[src/hw/rtl/ncs_pkg.sv]
// Shared types, register indexes and a square lookup helper for the
// Nihilist cipher stream block. No dependencies.
package ncs_pkg;

    localparam int CELLS       = 25;
    localparam int KEY_SLOTS   = 12;
    localparam int LETTER_W    = 5;
    localparam int CODE_W      = 6;
    localparam int CFG_DATA_W  = 60;
    localparam int KEY_LEN_W   = 4;
    localparam int QUEUE_DEPTH = 2;

    localparam logic [7:0] ASCII_UPPER_A = 8'h41;
    localparam logic [7:0] ASCII_UPPER_Z = 8'h5a;
    localparam logic [7:0] ASCII_LOWER_A = 8'h61;
    localparam logic [7:0] ASCII_LOWER_Z = 8'h7a;
    localparam logic [7:0] CASE_OFFSET   = 8'h20;
    localparam logic [4:0] LETTER_I      = 5'd8;
    localparam logic [4:0] LETTER_J      = 5'd9;

    // Square code 10*row+column for each cell, row-major.
    localparam logic [CODE_W-1:0] CELL_CODE [CELLS] = '{
        6'd11, 6'd12, 6'd13, 6'd14, 6'd15,
        6'd21, 6'd22, 6'd23, 6'd24, 6'd25,
        6'd31, 6'd32, 6'd33, 6'd34, 6'd35,
        6'd41, 6'd42, 6'd43, 6'd44, 6'd45,
        6'd51, 6'd52, 6'd53, 6'd54, 6'd55
    };

    typedef enum logic [2:0] {
        CFG_MODE          = 3'd0,
        CFG_SQUARE_PART_A = 3'd1,
        CFG_SQUARE_PART_B = 3'd2,
        CFG_SQUARE_LAST   = 3'd3,
        CFG_KEY_LETTERS   = 3'd4,
        CFG_KEY_LENGTH    = 3'd5
    } cfg_index_t;

    localparam logic MODE_ENCRYPT = 1'b0;
    localparam logic MODE_DECRYPT = 1'b1;

    typedef logic [CELLS-1:0][LETTER_W-1:0]     square_t;
    typedef logic [KEY_SLOTS-1:0][LETTER_W-1:0] key_t;

    typedef struct packed {
        logic [7:0] in_value;
        logic       first_of_message;
    } in_item_t;

    typedef struct packed {
        logic [6:0] out_code;
        logic [7:0] out_letter;
        logic       bad_input;
    } out_item_t;

    // Work handed from the front to the back.
    typedef struct packed {
        logic              mode;
        logic [7:0]        value;
        logic [CODE_W-1:0] key_code;
        logic [CODE_W-1:0] letter_code;
    } work_t;

    // Code of the lowest cell holding letter v, zero when none does.
    function automatic logic [CODE_W-1:0] code_of(square_t sq, logic [LETTER_W-1:0] v);
        logic [CODE_W-1:0] c;
        c = '0;
        for (int k = CELLS - 1; k >= 0; k--) begin
            if (sq[k] == v)
            begin
                c = CELL_CODE[k];
            end
        end
        return c;
    endfunction

endpackage

[src/hw/rtl/ncs_front.sv]
// Front end: accepts input beats, tracks the key position and looks up
// the letter and key codes. Depends on ncs_pkg.
module ncs_front #(
    parameter int KEY_MAX = 12
) (
    input  logic              clk,
    input  logic              rst_n,
    input  logic              push,
    input  ncs_pkg::in_item_t in_item,
    input  logic              mode,
    input  ncs_pkg::square_t  square,
    input  ncs_pkg::key_t     key_letters,
    input  logic [3:0]        key_length,
    input  logic              q_full,
    output logic              q_push,
    output ncs_pkg::work_t    q_entry
);
    import ncs_pkg::*;

    localparam int POS_W = (KEY_MAX > 1) ? $clog2(KEY_MAX) : 1;
    localparam logic [4:0] KEY_MAX_W = 5'(KEY_MAX);

    logic [POS_W-1:0]    key_pos_reg;
    logic [POS_W-1:0]    key_pos_next;
    logic [POS_W-1:0]    pos_base;
    logic [POS_W-1:0]    pos_eff;
    logic [4:0]          eff_len;
    logic [4:0]          pos_inc;
    logic [LETTER_W-1:0] key_letter;
    logic [CODE_W-1:0]   key_code;
    logic [7:0]          folded;
    logic                is_letter;
    logic [LETTER_W-1:0] letter_idx;
    logic [CODE_W-1:0]   letter_code;
    logic                drop;
    logic                accept;

    always_comb
    begin
        if (key_length == '0)
        begin
            eff_len = 5'd1;
        end
        else if (5'(key_length) > KEY_MAX_W)
        begin
            eff_len = KEY_MAX_W;
        end
        else
        begin
            eff_len = 5'(key_length);
        end

        pos_base = in_item.first_of_message ? '0 : key_pos_reg;
        pos_eff  = (5'(pos_base) >= eff_len) ? '0 : pos_base;
        pos_inc  = 5'(pos_eff) + 5'd1;

        key_letter = key_letters[pos_eff];
        if (key_letter == LETTER_J)
        begin
            key_letter = LETTER_I;
        end
        key_code = code_of(square, key_letter);

        // Fold lower case, then J onto I.
        folded = in_item.in_value;
        if (folded >= ASCII_LOWER_A && folded <= ASCII_LOWER_Z)
        begin
            folded = folded - CASE_OFFSET;
        end
        is_letter  = (folded >= ASCII_UPPER_A) && (folded <= ASCII_UPPER_Z);
        letter_idx = LETTER_W'(folded - ASCII_UPPER_A);
        if (letter_idx == LETTER_J)
        begin
            letter_idx = LETTER_I;
        end
        letter_code = code_of(square, letter_idx);
        drop = !is_letter || (letter_code == '0);
    end

    assign accept = push && !q_full;
    assign q_push = accept && ((mode == MODE_DECRYPT) || !drop);

    assign q_entry.mode        = mode;
    assign q_entry.value       = in_item.in_value;
    assign q_entry.key_code    = key_code;
    assign q_entry.letter_code = letter_code;

    always_comb
    begin
        key_pos_next = key_pos_reg;
        if (q_push)
        begin
            key_pos_next = (pos_inc >= eff_len) ? '0 : POS_W'(pos_inc);
        end
        else if (accept)
        begin
            key_pos_next = pos_base;
        end
    end

    always_ff @(posedge clk or negedge rst_n)
    begin
        if (!rst_n)
        begin
            key_pos_reg <= '0;
        end
        else
        begin
            key_pos_reg <= key_pos_next;
        end
    end

endmodule

[src/hw/rtl/ncs_fifo.sv]
// Short queue between front and back so each side stalls on its own.
// Depends on ncs_pkg.
module ncs_fifo (
    input  logic           clk,
    input  logic           rst_n,
    input  logic           wr,
    input  ncs_pkg::work_t wr_entry,
    input  logic           rd,
    output ncs_pkg::work_t rd_entry,
    output logic           q_full,
    output logic           q_empty
);
    import ncs_pkg::*;

    localparam int PTR_W = (QUEUE_DEPTH > 1) ? $clog2(QUEUE_DEPTH) : 1;
    localparam int CNT_W = $clog2(QUEUE_DEPTH + 1);
    localparam logic [CNT_W-1:0] DEPTH_CNT = CNT_W'(QUEUE_DEPTH);
    localparam logic [PTR_W-1:0] LAST_PTR  = PTR_W'(QUEUE_DEPTH - 1);

    work_t            mem_reg [QUEUE_DEPTH];
    logic [PTR_W-1:0] wr_ptr_reg;
    logic [PTR_W-1:0] wr_ptr_next;
    logic [PTR_W-1:0] rd_ptr_reg;
    logic [PTR_W-1:0] rd_ptr_next;
    logic [CNT_W-1:0] count_reg;
    logic [CNT_W-1:0] count_next;
    logic             do_wr;
    logic             do_rd;

    assign q_full   = (count_reg == DEPTH_CNT);
    assign q_empty  = (count_reg == '0);
    assign rd_entry = mem_reg[rd_ptr_reg];
    assign do_wr    = wr && !q_full;
    assign do_rd    = rd && !q_empty;

    always_comb
    begin
        wr_ptr_next = wr_ptr_reg;
        rd_ptr_next = rd_ptr_reg;
        count_next  = count_reg;
        if (do_wr)
        begin
            wr_ptr_next = (wr_ptr_reg == LAST_PTR) ? '0 : wr_ptr_reg + 1'b1;
        end
        if (do_rd)
        begin
            rd_ptr_next = (rd_ptr_reg == LAST_PTR) ? '0 : rd_ptr_reg + 1'b1;
        end
        if (do_wr && !do_rd)
        begin
            count_next = count_reg + 1'b1;
        end
        else if (do_rd && !do_wr)
        begin
            count_next = count_reg - 1'b1;
        end
    end

    always_ff @(posedge clk or negedge rst_n)
    begin
        if (!rst_n)
        begin
            wr_ptr_reg <= '0;
            rd_ptr_reg <= '0;
            count_reg  <= '0;
        end
        else
        begin
            wr_ptr_reg <= wr_ptr_next;
            rd_ptr_reg <= rd_ptr_next;
            count_reg  <= count_next;
        end
    end

    always_ff @(posedge clk)
    begin
        if (do_wr)
        begin
            mem_reg[wr_ptr_reg] <= wr_entry;
        end
    end

endmodule

[src/hw/rtl/ncs_back.sv]
// Back end: finishes the cipher arithmetic and holds the result beat in
// an output register. Depends on ncs_pkg.
module ncs_back (
    input  logic               clk,
    input  logic               rst_n,
    input  logic               q_empty,
    input  ncs_pkg::work_t     q_entry,
    output logic               q_pop,
    input  ncs_pkg::square_t   square,
    input  logic               pop,
    output logic               empty,
    output ncs_pkg::out_item_t out_item
);
    import ncs_pkg::*;

    logic      out_valid_reg;
    logic      out_valid_next;
    out_item_t out_reg;
    out_item_t out_next;
    logic [7:0]  diff;
    logic [15:0] prod;
    logic [4:0]  row;
    logic [7:0]  row_x10;
    logic [3:0]  col;
    logic [2:0]  row_m1;
    logic [2:0]  col_m1;
    logic [4:0]  cell_idx;
    logic        ok;

    assign q_pop = !q_empty && (!out_valid_reg || pop);

    always_comb
    begin
        diff    = q_entry.value - 8'(q_entry.key_code);
        // Divide by ten through a reciprocal multiply; exact for 8-bit values.
        prod    = 16'(diff) * 16'd205;
        row     = prod[15:11];
        row_x10 = 8'({row, 3'b000}) + 8'({row, 1'b0});
        col     = 4'(diff - row_x10);
        ok      = (q_entry.value >= 8'(q_entry.key_code))
                  && (row >= 5'd1) && (row <= 5'd5)
                  && (col >= 4'd1) && (col <= 4'd5);
        row_m1   = 3'(row - 5'd1);
        col_m1   = 3'(col - 4'd1);
        cell_idx = 5'({row_m1, 2'b00}) + 5'(row_m1) + 5'(col_m1);

        out_next = '0;
        if (q_entry.mode == MODE_ENCRYPT)
        begin
            out_next.out_code = 7'(q_entry.letter_code) + 7'(q_entry.key_code);
        end
        else if (ok)
        begin
            out_next.out_letter = ASCII_UPPER_A + 8'(square[cell_idx]);
        end
        else
        begin
            out_next.bad_input = 1'b1;
        end

        out_valid_next = q_pop || (out_valid_reg && !pop);
    end

    always_ff @(posedge clk or negedge rst_n)
    begin
        if (!rst_n)
        begin
            out_valid_reg <= 1'b0;
        end
        else
        begin
            out_valid_reg <= out_valid_next;
        end
    end

    always_ff @(posedge clk)
    begin
        if (q_pop)
        begin
            out_reg <= out_next;
        end
    end

    assign empty    = !out_valid_reg;
    assign out_item = out_reg;

endmodule

[src/hw/rtl/nihilist_cipher_stream.sv]
// Top level of the Nihilist cipher stream: configuration registers and the
// front, queue and back stages. Depends on ncs_pkg, ncs_front, ncs_fifo, ncs_back.
//
// Takes one beat per clock while the queue is not full and gives at most one
// result beat per clock. A beat passes the front lookup in the cycle it is
// pushed and is written to a two-entry queue; the back end then moves it into
// the result register, from which it can be popped. Encrypt bytes that are not
// square letters produce no result and do not advance the key. Write
// configuration only while no result is pending.
module nihilist_cipher_stream #(
    parameter int KEY_MAX = 12
) (
    input  logic               clk,
    input  logic               rst_n,
    input  logic               push,
    output logic               full,
    input  ncs_pkg::in_item_t  in_item,
    output logic               empty,
    input  logic               pop,
    output ncs_pkg::out_item_t out_item,
    input  logic               wr_en,
    input  logic [2:0]         wr_addr,
    input  logic [59:0]        wr_data
);
    import ncs_pkg::*;

    logic        mode_reg;
    logic [59:0] square_part_a_reg;
    logic [59:0] square_part_b_reg;
    logic [4:0]  square_last_reg;
    logic [59:0] key_letters_reg;
    logic [3:0]  key_length_reg;

    square_t square;
    key_t    key_letters;
    work_t   front_entry;
    work_t   back_entry;
    logic    front_push;
    logic    q_full;
    logic    q_empty;
    logic    back_pop;

    assign square      = square_t'({square_last_reg, square_part_b_reg, square_part_a_reg});
    assign key_letters = key_t'(key_letters_reg);

    always_ff @(posedge clk or negedge rst_n)
    begin
        if (!rst_n)
        begin
            mode_reg          <= MODE_ENCRYPT;
            square_part_a_reg <= '0;
            square_part_b_reg <= '0;
            square_last_reg   <= '0;
            key_letters_reg   <= '0;
            key_length_reg    <= 4'd1;
        end
        else if (wr_en)
        begin
            case (wr_addr)
                CFG_MODE:          mode_reg          <= wr_data[0];
                CFG_SQUARE_PART_A: square_part_a_reg <= wr_data;
                CFG_SQUARE_PART_B: square_part_b_reg <= wr_data;
                CFG_SQUARE_LAST:   square_last_reg   <= wr_data[4:0];
                CFG_KEY_LETTERS:   key_letters_reg   <= wr_data;
                CFG_KEY_LENGTH:    key_length_reg    <= wr_data[3:0];
                default:           ;
            endcase
        end
    end

    ncs_front #(
        .KEY_MAX (KEY_MAX)
    ) u_front (
        .clk         (clk),
        .rst_n       (rst_n),
        .push        (push),
        .in_item     (in_item),
        .mode        (mode_reg),
        .square      (square),
        .key_letters (key_letters),
        .key_length  (key_length_reg),
        .q_full      (q_full),
        .q_push      (front_push),
        .q_entry     (front_entry)
    );

    ncs_fifo u_fifo (
        .clk      (clk),
        .rst_n    (rst_n),
        .wr       (front_push),
        .wr_entry (front_entry),
        .rd       (back_pop),
        .rd_entry (back_entry),
        .q_full   (q_full),
        .q_empty  (q_empty)
    );

    ncs_back u_back (
        .clk      (clk),
        .rst_n    (rst_n),
        .q_empty  (q_empty),
        .q_entry  (back_entry),
        .q_pop    (back_pop),
        .square   (square),
        .pop      (pop),
        .empty    (empty),
        .out_item (out_item)
    );

    assign full = q_full;

endmodule
[config.mk]
export PLATFORM = sky130hd
export DESIGN_NAME = nihilist_cipher_stream
export DESIGN_NICKNAME = d
export VERILOG_FILES = /design/src/hw/rtl/ncs_pkg.sv /design/src/hw/rtl/ncs_front.sv /design/src/hw/rtl/ncs_fifo.sv /design/src/hw/rtl/ncs_back.sv /design/src/hw/rtl/nihilist_cipher_stream.sv
export SDC_FILE = /design/constraint.sdc
export NUM_CORES = 1
export LEC_CHECK = 0
export ABC_CLOCK_PERIOD_IN_PS = 12400
export BUFFER_PORTS_ARGS = -buffer_cell sky130_fd_sc_hd__buf_2
export CORE_MARGIN = 2
export CORE_UTILIZATION = 30
export CTS_CLUSTER_SIZE = 30
export DETAILED_ROUTE_END_ITERATION = 16
export HOLD_SLACK_MARGIN = 0.1
export PLACE_DENSITY = 0.41
export SYNTH_ARGS = -nofsm -noshare
export SYNTH_HDL_FRONTEND = slang
export SYNTH_SLANG_ARGS = --single-unit
[constraint.sdc]
create_clock -name clk -period 12.4 [get_ports clk]
set_input_delay 0.62 -clock clk [delete_from_list [all_inputs] [get_ports clk]]
set_output_delay 0.62 -clock clk [all_outputs]
set_load 0.05 [all_outputs]
==> results.sh, run 1 <==
export IMPL_outcome="completed"
export IMPL_ant_nets=0
export IMPL_start_util_pct=30.3
export IMPL_hold_violations=0
export IMPL_drive_gt1_share_pct=25.8
export IMPL_maxSlewHeadroom_pct=24.7
export IMPL_crit_path_max_fanout=15
export IMPL_maxCapViolations=0
export IMPL_synth_most_common_cell="dfrtp_1"
export IMPL_finalMaxSlewViolations=0
export IMPL_rows=88
export IMPL_worst_slew_pin_slew_ns=1.10
export IMPL_synth_common_cells="dfrtp_1, mux2_2, xnor2_1, xor2_1, ha_1"
export IMPL_finalCriticalPeriod_ns=10.64
export IMPL_rsz0062_at_grt="no"
export IMPL_crit_type="register to register"
export IMPL_die_area_um2=60200
export IMPL_end_kind="register"
export IMPL_gp_congestion=0.888
export IMPL_critPathMaxStageDelay_ns=0.81
export IMPL_num_nets_final=1814
export IMPL_final_util_pct=35.0
export IMPL_grt_first_pass_wirelength_um=87000
export IMPL_synthFlopType="dfrtp_1"
export IMPL_num_io_pins=95
export IMPL_ys_ff_latch=256
export IMPL_yosysTopAreaCell="dfrtp_1"
export IMPL_ys_top_cells_by_area="dfrtp_1, mux2_2, edfxtp_1"
export IMPL_seq_area_frac_synth_pct=38.3
export IMPL_grt_pass1_vias=12734
export IMPL_synthArstFlopShare_pct=77.7
export IMPL_required_ns=12.68
export IMPL_max_freq_ghz=0.0940
export IMPL_post_route_period_util_pct=85.8
export IMPL_area_growth_pct=15.4
export IMPL_antenna_found_initial=1
export IMPL_crit_top_cell="ha_1"
export IMPL_cts_resized=0
export IMPL_vias_per_cell=5.08
export IMPL_hpwl_um=43400
export IMPL_avgSynthCellArea_um2=11.2
export IMPL_post_cts_setup_buffers=0
export IMPL_tritoncts="built"
export IMPL_setup_ws_ns=1.76
export IMPL_clock_sinks=256
export IMPL_slowest_stage="dfrtp_1"
export IMPL_firstDrtPassIters=4
export IMPL_core_area_um2=57700
export IMPL_track_usage_pct=19.5
export IMPL_hp_class="input pin to async pin"
export IMPL_hold_slack_ns=0.0809
export IMPL_ctsHoldBuffers=0
export IMPL_grt_max_degree=82
export IMPL_ys_types=78
export IMPL_die_y_um=245
export IMPL_tns_ns=0
export IMPL_fin_skew_ns=0.0228
export IMPL_synth_cells=1556
export IMPL_clk_insertion_delay_late_ns=0.56
export IMPL_post_route_drc_count=0
export IMPL_synth_top_cell_area_share_pct=28.4
export IMPL_clk_pin_slew_worst_paths_ns=0.06
export IMPL_cp_arrival_ns=10.92
export IMPL_synth_warnings=0
export IMPL_num_vias=12341
export IMPL_clock_root_buffer="clkbuf_16"
export IMPL_cts_buffer_depth=3
export IMPL_cts_max_level=2
export IMPL_routed_wl_um=57400
export IMPL_avgRoutedWirePerCell_um=23.6
export IMPL_syn_cell_area_um2=17500
export IMPL_path_buf_inv=2
export IMPL_grt_overflow=0
export IMPL_syn_num_nets=1732
export IMPL_setup_viol_count_final=0
export IMPL_path_delay_family="adder cells"
export IMPL_portBuffers=93
export IMPL_die_x_um=245
export IMPL_synth_edf_count=57
export IMPL_cp_start_kind="register"
export IMPL_place_ws_ns=1.66
export IMPL_drt_initial_drc_count=653
export IMPL_numCtsBuffers=36
==> cell type report <==
cell class / count / area (um^2)
multi-input cells: 1145 / 10200
repair buffers: 117 / 654
well taps: 765 / 957
flip-flops and latches: 256 / 6690
inverters: 82 / 308
clock inverters: 23 / 359
fillers: 5814 / 37500
diodes: 1 / 2.50
clock buffers: 42 / 965
==> per-stage QoR <==
step | instances | area, um^2
2_1_floorplan | 1556 | 17500
3_3_place_gp | 2365 | 18800
3_5_place_dp | 2365 | 18800
4_1_cts | 2430 | 20200
5_1_grt | 2430 | 20200
6_report | 2431 | 20200
==> placed cells by master, fill, tap and decap left out, types with 37 or more instances in the layout <==
| master | n |
|---|---|
| xor2_1 | 98 |
| a21oi_1 | 41 |
| o21ai_0 | 40 |
| xnor2_1 | 178 |
| nand2_1 | 78 |
| ha_1 | 83 |
| dfrtp_1 | 198 |
| inv_1 | 81 |
| clkbuf_16 | 37 |
| edfxtp_1 | 57 |
| buf_2 | 92 |
| mux2_2 | 191 |
| nor2_1 | 55 |
==> worst register-to-register path: cells and delay by family (launching register included) <==
kind	cells	cell delay (ns)
AND/OR/NAND/NOR	3	0.82
XOR/XNOR	5	1.49
buffers and inverters	2	0.47
flip-flops	1	0.81
multiplexers	1	0.51
adder cells (fa/ha/maj)	11	4.33
AO/OA/AOI/OAI	11	1.93
==> final timing paths <==
path                       depth (start not counted)               from  slack, ns               endpoint
min in group clk                                   1         in_item[8]       0.30  u_fifo.mem_reg[0][19]
min                                                1              rst_n       0.08               mode_reg
min reg2reg                                        1    key_letters[24]       0.50        key_letters[24]
max reg2reg                                       33  u_fifo.rd_ptr_reg       1.76     u_back.out_item[5]
max                                               33  u_fifo.rd_ptr_reg       1.76     u_back.out_item[5]
max in group asynchronous                          3              rst_n      10.26  square_part_b_reg[47]
==> logic make-up (layout without fill, tap and decap cells) <==
group / Yosys count / count (layout) / synth area share [%]
AND/OR/NAND/NOR: 297 / 297 / 8.91
XOR/XNOR: 280 / 280 / 14.2
multiplexers: 264 / 264 / 19.0
flip-flops: 256 / 256 / 38.3
AO/OA/AOI/OAI: 204 / 204 / 8.07
buffers and inverters: 155 / 264 / 3.77
adder cells (fa/ha/maj): 99 / 99 / 7.73
other: 1 / 2 / 0.0215
==> metal layers <==
layer / up-vias / track usage [%] / part of all wire (%)
li1: 5750 / - / -
met1: 6250 / 26.3 / 46
met2: 265 / 32.2 / 48
met3: 76 / 2.29 / 3.4
met4: 0 / 6.76 / 3.2
met5: - / 0 / 0
Power of run 1 is left out: the tool's default activity adds up to more than one toggle a clock period on the data nets, which glitch-free logic cannot reach.
==> run 2, diff against run 1 <==
--- a/config.mk
+++ b/config.mk
@@ -12,7 +12,7 @@
 export CTS_CLUSTER_SIZE = 30
 export DETAILED_ROUTE_END_ITERATION = 16
 export HOLD_SLACK_MARGIN = 0.1
-export PLACE_DENSITY = 0.41
+export PLACE_DENSITY_LB_ADDON = 0.3
 export SYNTH_ARGS = -nofsm -noshare
 export SYNTH_HDL_FRONTEND = slang
 export SYNTH_SLANG_ARGS = --single-unit
==> run 2 against run 1 <==
  * Global-route usage down 2.0 points
  * Clock skew up 0.039 ns
  * Register-to-register slack got worse by 0.08 ns
  * Worst setup slack got worse by 0.076 ns
  * Critical endpoint unchanged
  * Largest cell class unchanged
  * Critical path type unchanged
==> results.sh, run 2 (same netlist as run 1, synthesis figures left out) <==
export IMPL_tns_ns=0
export IMPL_firstDrtPassIters=6
export IMPL_maxCapViolations=0
export IMPL_crit_type="register to register"
export IMPL_core_area_um2=57700
export IMPL_placed_area_um2=18800
export IMPL_hp_class="input pin to register"
export IMPL_track_usage_pct=17.5
export IMPL_post_route_drc_count=0
export IMPL_post_route_period_util_pct=86.4
export IMPL_maxSlewHeadroom_pct=29.9
export IMPL_end_kind="register"
export IMPL_setup_ws_ns=1.68
export IMPL_clock_sinks=256
export IMPL_setup_viol_count_final=0
export IMPL_grt_max_degree=78
export IMPL_gr_usage_met2_pct=29.2
export IMPL_mostFrequentLayoutCell="dfrtp_1"
export IMPL_required_ns=12.70
export IMPL_top_usage_layer="met2"
export IMPL_die_y_um=245
export IMPL_clock_root_buffer="clkbuf_16"
export IMPL_routed_wl_um=52300
export IMPL_met1_usage_pct=23.6
export IMPL_antenna_found_initial=1
export IMPL_finalMaxSlewViolations=0
export IMPL_grt_pass1_vias=12757
export IMPL_numCtsBuffers=30
export IMPL_cts_max_level=1
export IMPL_die_x_um=245
export IMPL_grt_first_pass_wirelength_um=80300
export IMPL_drive_gt1_share_pct=25.2
export IMPL_cts_buffer_depth=3
export IMPL_vias_per_cell=5.11
export IMPL_rsz0062_at_grt="no"
export IMPL_grt_use_met3_pct=2.51
export IMPL_path_delay_family="adder cells"
export IMPL_num_io_pins=95
export IMPL_hold_slack_ns=0.275
export IMPL_clk_pin_slew_worst_paths_ns=0.06
export IMPL_max_freq_ghz=0.0933
export IMPL_cp_start_kind="register"
export IMPL_path_buf_inv=4
export IMPL_fin_skew_ns=0.0620
export IMPL_crit_path_max_fanout=23
export IMPL_cp_arrival_ns=11.02
export IMPL_post_cts_setup_buffers=0
export IMPL_portBuffers=93
export IMPL_final_cell_mix="dfrtp_1, mux2_2, xnor2_1"
export IMPL_outcome="completed"
export IMPL_avgRoutedWirePerCell_um=21.6
export IMPL_critPathMaxStageDelay_ns=1.04
export IMPL_finalCriticalPeriod_ns=10.72
export IMPL_place_ws_ns=1.72
export IMPL_tritoncts="built"
export IMPL_die_area_um2=60200
export IMPL_num_vias=12375
export IMPL_hpwl_um=39500
export IMPL_hold_violations=0
export IMPL_worst_slew_pin_slew_ns=1.05
export IMPL_fin_area_um2=19900
export IMPL_start_util_pct=30.3
export IMPL_clk_insertion_delay_late_ns=0.61
export IMPL_grt_overflow=0
export IMPL_ant_nets=0
export IMPL_area_growth_pct=14.1
export IMPL_rows=88
export IMPL_slowest_stage="dfrtp_1"
export IMPL_drt_initial_drc_count=824
export IMPL_gp_congestion=0.884
export IMPL_num_nets_final=1806
## run 2: changes by cell type in the layout (fill, tap and decap cells not counted), moves of 2 or more
cell,before,now
buf_4,24,21
clkbuf_1,3,5
bufinv_16,8,6
clkbuf_16,37,30
inv_16,2,0
clkinv_2,7,3
inv_6,1,4
## run 2: worst reg2reg max path: cells and delay by family (launching register included)
kind	cells	cell delay, ns
muxes	1	0.35
and+or+nand+nor	5	0.97
xor gates and xnor gates	5	1.37
AOI/OAI and AO/OA	9	1.75
DFF	1	1.04
buffers and inverters	4	0.30
adders and majority gates	12	4.72
## run 2: metrics by stage
step           instances  util, %
2_1_floorplan       1556        -
6_report            2420     34.5
3_3_place_gp        2362     32.6
5_1_grt             2419     34.5
3_5_place_dp        2362     32.6
4_1_cts             2419     34.5
## run 2: repair_timing
action	CTS	global route
hold endpoints to repair	68	0
hold buffers	1	0
gates resized for setup	0	0
## run 2: final timing paths
path / startpoint / to / slack (ns) / cells past startpoint
worst min register to register: key_letters[30] / key_letters[30] / 0.50 / 1
worst min-delay path: wr_data[57] / square_part_a_reg[57] / 0.28 / 2
worst max register to register: u_fifo.rd_ptr_reg / u_back.out_item[5] / 1.68 / 36
worst max-delay path: u_fifo.rd_ptr_reg / u_back.out_item[5] / 1.68 / 36
max in group asynchronous: rst_n / mode_reg / 10.33 / 3
min in group asynchronous: rst_n / u_front.key_pos_reg[2] / 0.56 / 2
## run 2: layout make-up
| type | instances | area, um^2 |
|---|---|---|
| repair buffers | 115 | 642 |
| diodes | 1 | 2.50 |
| multi-input cells | 1145 | 10200 |
| clock inverters | 18 | 290 |
| flip-flops and latches | 256 | 6690 |
| clock buffers | 38 | 811 |
| fillers | 5829 | 37800 |
| well taps | 765 | 957 |
| inverters | 82 | 308 |
## run 2: metal layers
metal  vias up  part of all wire (%)
met5         -                     0
met4         0                   3.2
met3        84                   4.8
met2       323                    47
met1      6246                    45
li1       5722                     -
Power of run 2 is left out for the same reason.
==> run 3, diff against run 2 <==
--- a/config.mk
+++ b/config.mk
@@ -8,7 +8,7 @@
 export ABC_CLOCK_PERIOD_IN_PS = 12400
 export BUFFER_PORTS_ARGS = -buffer_cell sky130_fd_sc_hd__buf_2
 export CORE_MARGIN = 2
-export CORE_UTILIZATION = 30
+export CORE_UTILIZATION = 50
 export CTS_CLUSTER_SIZE = 30
 export DETAILED_ROUTE_END_ITERATION = 16
 export HOLD_SLACK_MARGIN = 0.1
==> run 3 against run 2 <==
  * Worst setup slack better by 0.44 ns
  * Clock skew down 0.025 ns
  * Flip-flop and latch count unchanged
  * Count of clock-buffer cells in the layout down 2
  * Wire length down 7.1%
  * Register-to-register slack better by 0.44 ns
  * Critical path depth up 1
  * Via count up 2.4%
  * Design area down 2.5%
==> results.sh, run 3 (same netlist as run 1, synthesis figures left out) <==
export IMPL_critPathMaxStageDelay_ns=0.79
export IMPL_path_buf_inv=5
export IMPL_required_ns=12.71
export IMPL_antenna_found_initial=0
export IMPL_worst_slew_pin_slew_ns=1.30
export IMPL_final_cell_mix="dfrtp_1, mux2_2, xnor2_1"
export IMPL_num_io_pins=95
export IMPL_post_route_drc_count=0
export IMPL_outcome="completed"
export IMPL_core_area_um2=34500
export IMPL_grt_overflow=0
export IMPL_num_nets_final=1801
export IMPL_routed_wl_um=48600
export IMPL_mostFrequentLayoutCell="dfrtp_1"
export IMPL_diodes=0
export IMPL_portBuffers=93
export IMPL_finalCriticalPeriod_ns=10.27
export IMPL_tritoncts="built"
export IMPL_hold_violations=0
export IMPL_num_vias=12673
export IMPL_area_growth_pct=11.2
export IMPL_grt_max_degree=121
export IMPL_cts_resized=0
export IMPL_grt_first_pass_wirelength_um=75400
export IMPL_slowest_stage="fa_1"
export IMPL_rsz0062_at_grt="no"
export IMPL_end_kind="register"
export IMPL_maxSlewHeadroom_pct=11.0
export IMPL_placed_area_um2=18400
export IMPL_hpwl_um=36200
export IMPL_fin_area_um2=19400
export IMPL_finalMaxSlewViolations=0
export IMPL_vias_per_cell=6.03
export IMPL_post_route_period_util_pct=82.9
export IMPL_track_usage_pct=27.1
export IMPL_avgRoutedWirePerCell_um=23.1
export IMPL_firstDrtPassIters=6
export IMPL_crit_path_max_fanout=23
export IMPL_grt_pass1_vias=12761
export IMPL_worst_r2r_startpoint="u_fifo.rd_ptr_reg"
export IMPL_path_delay_family="adder cells"
export IMPL_cts_max_level=1
export IMPL_cp_start_kind="register"
export IMPL_die_x_um=191
export IMPL_tns_ns=0
export IMPL_start_util_pct=50.7
export IMPL_clk_pin_slew_worst_paths_ns=0.07
export IMPL_die_area_um2=36500
export IMPL_cts_buffer_depth=3
export IMPL_drt_initial_drc_count=1063
export IMPL_ctsHoldBuffers=0
export IMPL_crit_start="u_fifo.rd_ptr_reg"
export IMPL_ant_nets=0
export IMPL_numCtsBuffers=28
export IMPL_cp_arrival_ns=10.58
export IMPL_fin_skew_ns=0.0373
export IMPL_crit_type="register to register"
export IMPL_post_cts_setup_buffers=0
export IMPL_clk_insertion_delay_late_ns=0.59
export IMPL_hp_class="input pin to async pin"
export IMPL_setup_viol_count_final=0
export IMPL_max_freq_ghz=0.0973
export IMPL_maxCapViolations=0
export IMPL_die_y_um=191
export IMPL_gp_congestion=0.954
export IMPL_final_util_pct=56.4
export IMPL_clock_sinks=256
export IMPL_drive_gt1_share_pct=25.2
export IMPL_rows=68
export IMPL_clock_root_buffer="clkbuf_16"
## run 3: cell count changes in the layout (fill, tap and decap cells not counted), moves of 2 or more
cell	previous run	this run
clkbuf_1	5	1
clkbuf_8	4	7
clkbuf_16	30	28
inv_6	4	2
bufinv_16	6	4
buf_4	21	19
clkinv_4	3	1
clkinv_2	3	5
## run 3: worst reg2reg max path, delay by kind of cell (launching register included)
kind / cells / cell delay [ns]
AO/OA/AOI/OAI: 9 / 1.71
XOR/XNOR: 5 / 1.34
buffers and inverters: 5 / 0.65
flip-flops: 1 / 0.32
multiplexers: 1 / 0.26
AND/OR/NAND/NOR: 5 / 0.97
adder cells (fa/ha/maj): 12 / 4.75
## run 3: worst paths after layout
kind / to / slack [ns] / cells past startpoint
worst max-delay path: u_back.out_item[5] / 2.13 / 37
worst min-delay path: u_front.key_pos_reg[1] / 0.15 / 1
worst max register to register: u_back.out_item[5] / 2.13 / 37
worst min register to register: u_back.out_valid_reg / 0.50 / 2
max in group asynchronous: square_part_a_reg[10] / 10.62 / 2
min in group clk: u_fifo.mem_reg[1][19] / 0.29 / 1
## run 3: metrics by stage
stage          hold WS, ns  worst slack [ns]  std cells
2_1_floorplan        0.324              2.26       1556
3_3_place_gp         0.479              2.50       2050
3_5_place_dp         0.492              2.16       2050
4_1_cts              0.202              2.12       2102
5_1_grt              0.220              1.32       2102
6_report             0.150              2.13       2102
## run 3: final cells by class
cell class / instances / area (um^2)
fill: 2993 / 15000
multi-input combinational: 1145 / 10200
sequential: 256 / 6690
clock buffer: 36 / 795
timing repair buffer: 112 / 617
tap: 455 / 569
inverter: 82 / 308
clock inverter: 16 / 226
## run 3: metal layers
layer	vias to the layer above	global-route usage [%]	share of wire [%]
met5	-	0	0
met1	6371	37.5	43
met2	472	43.6	47
met3	100	3.73	6.4
met4	0	9.90	4.0
li1	5730	-	-
Power of run 3 is left out for the same reason.
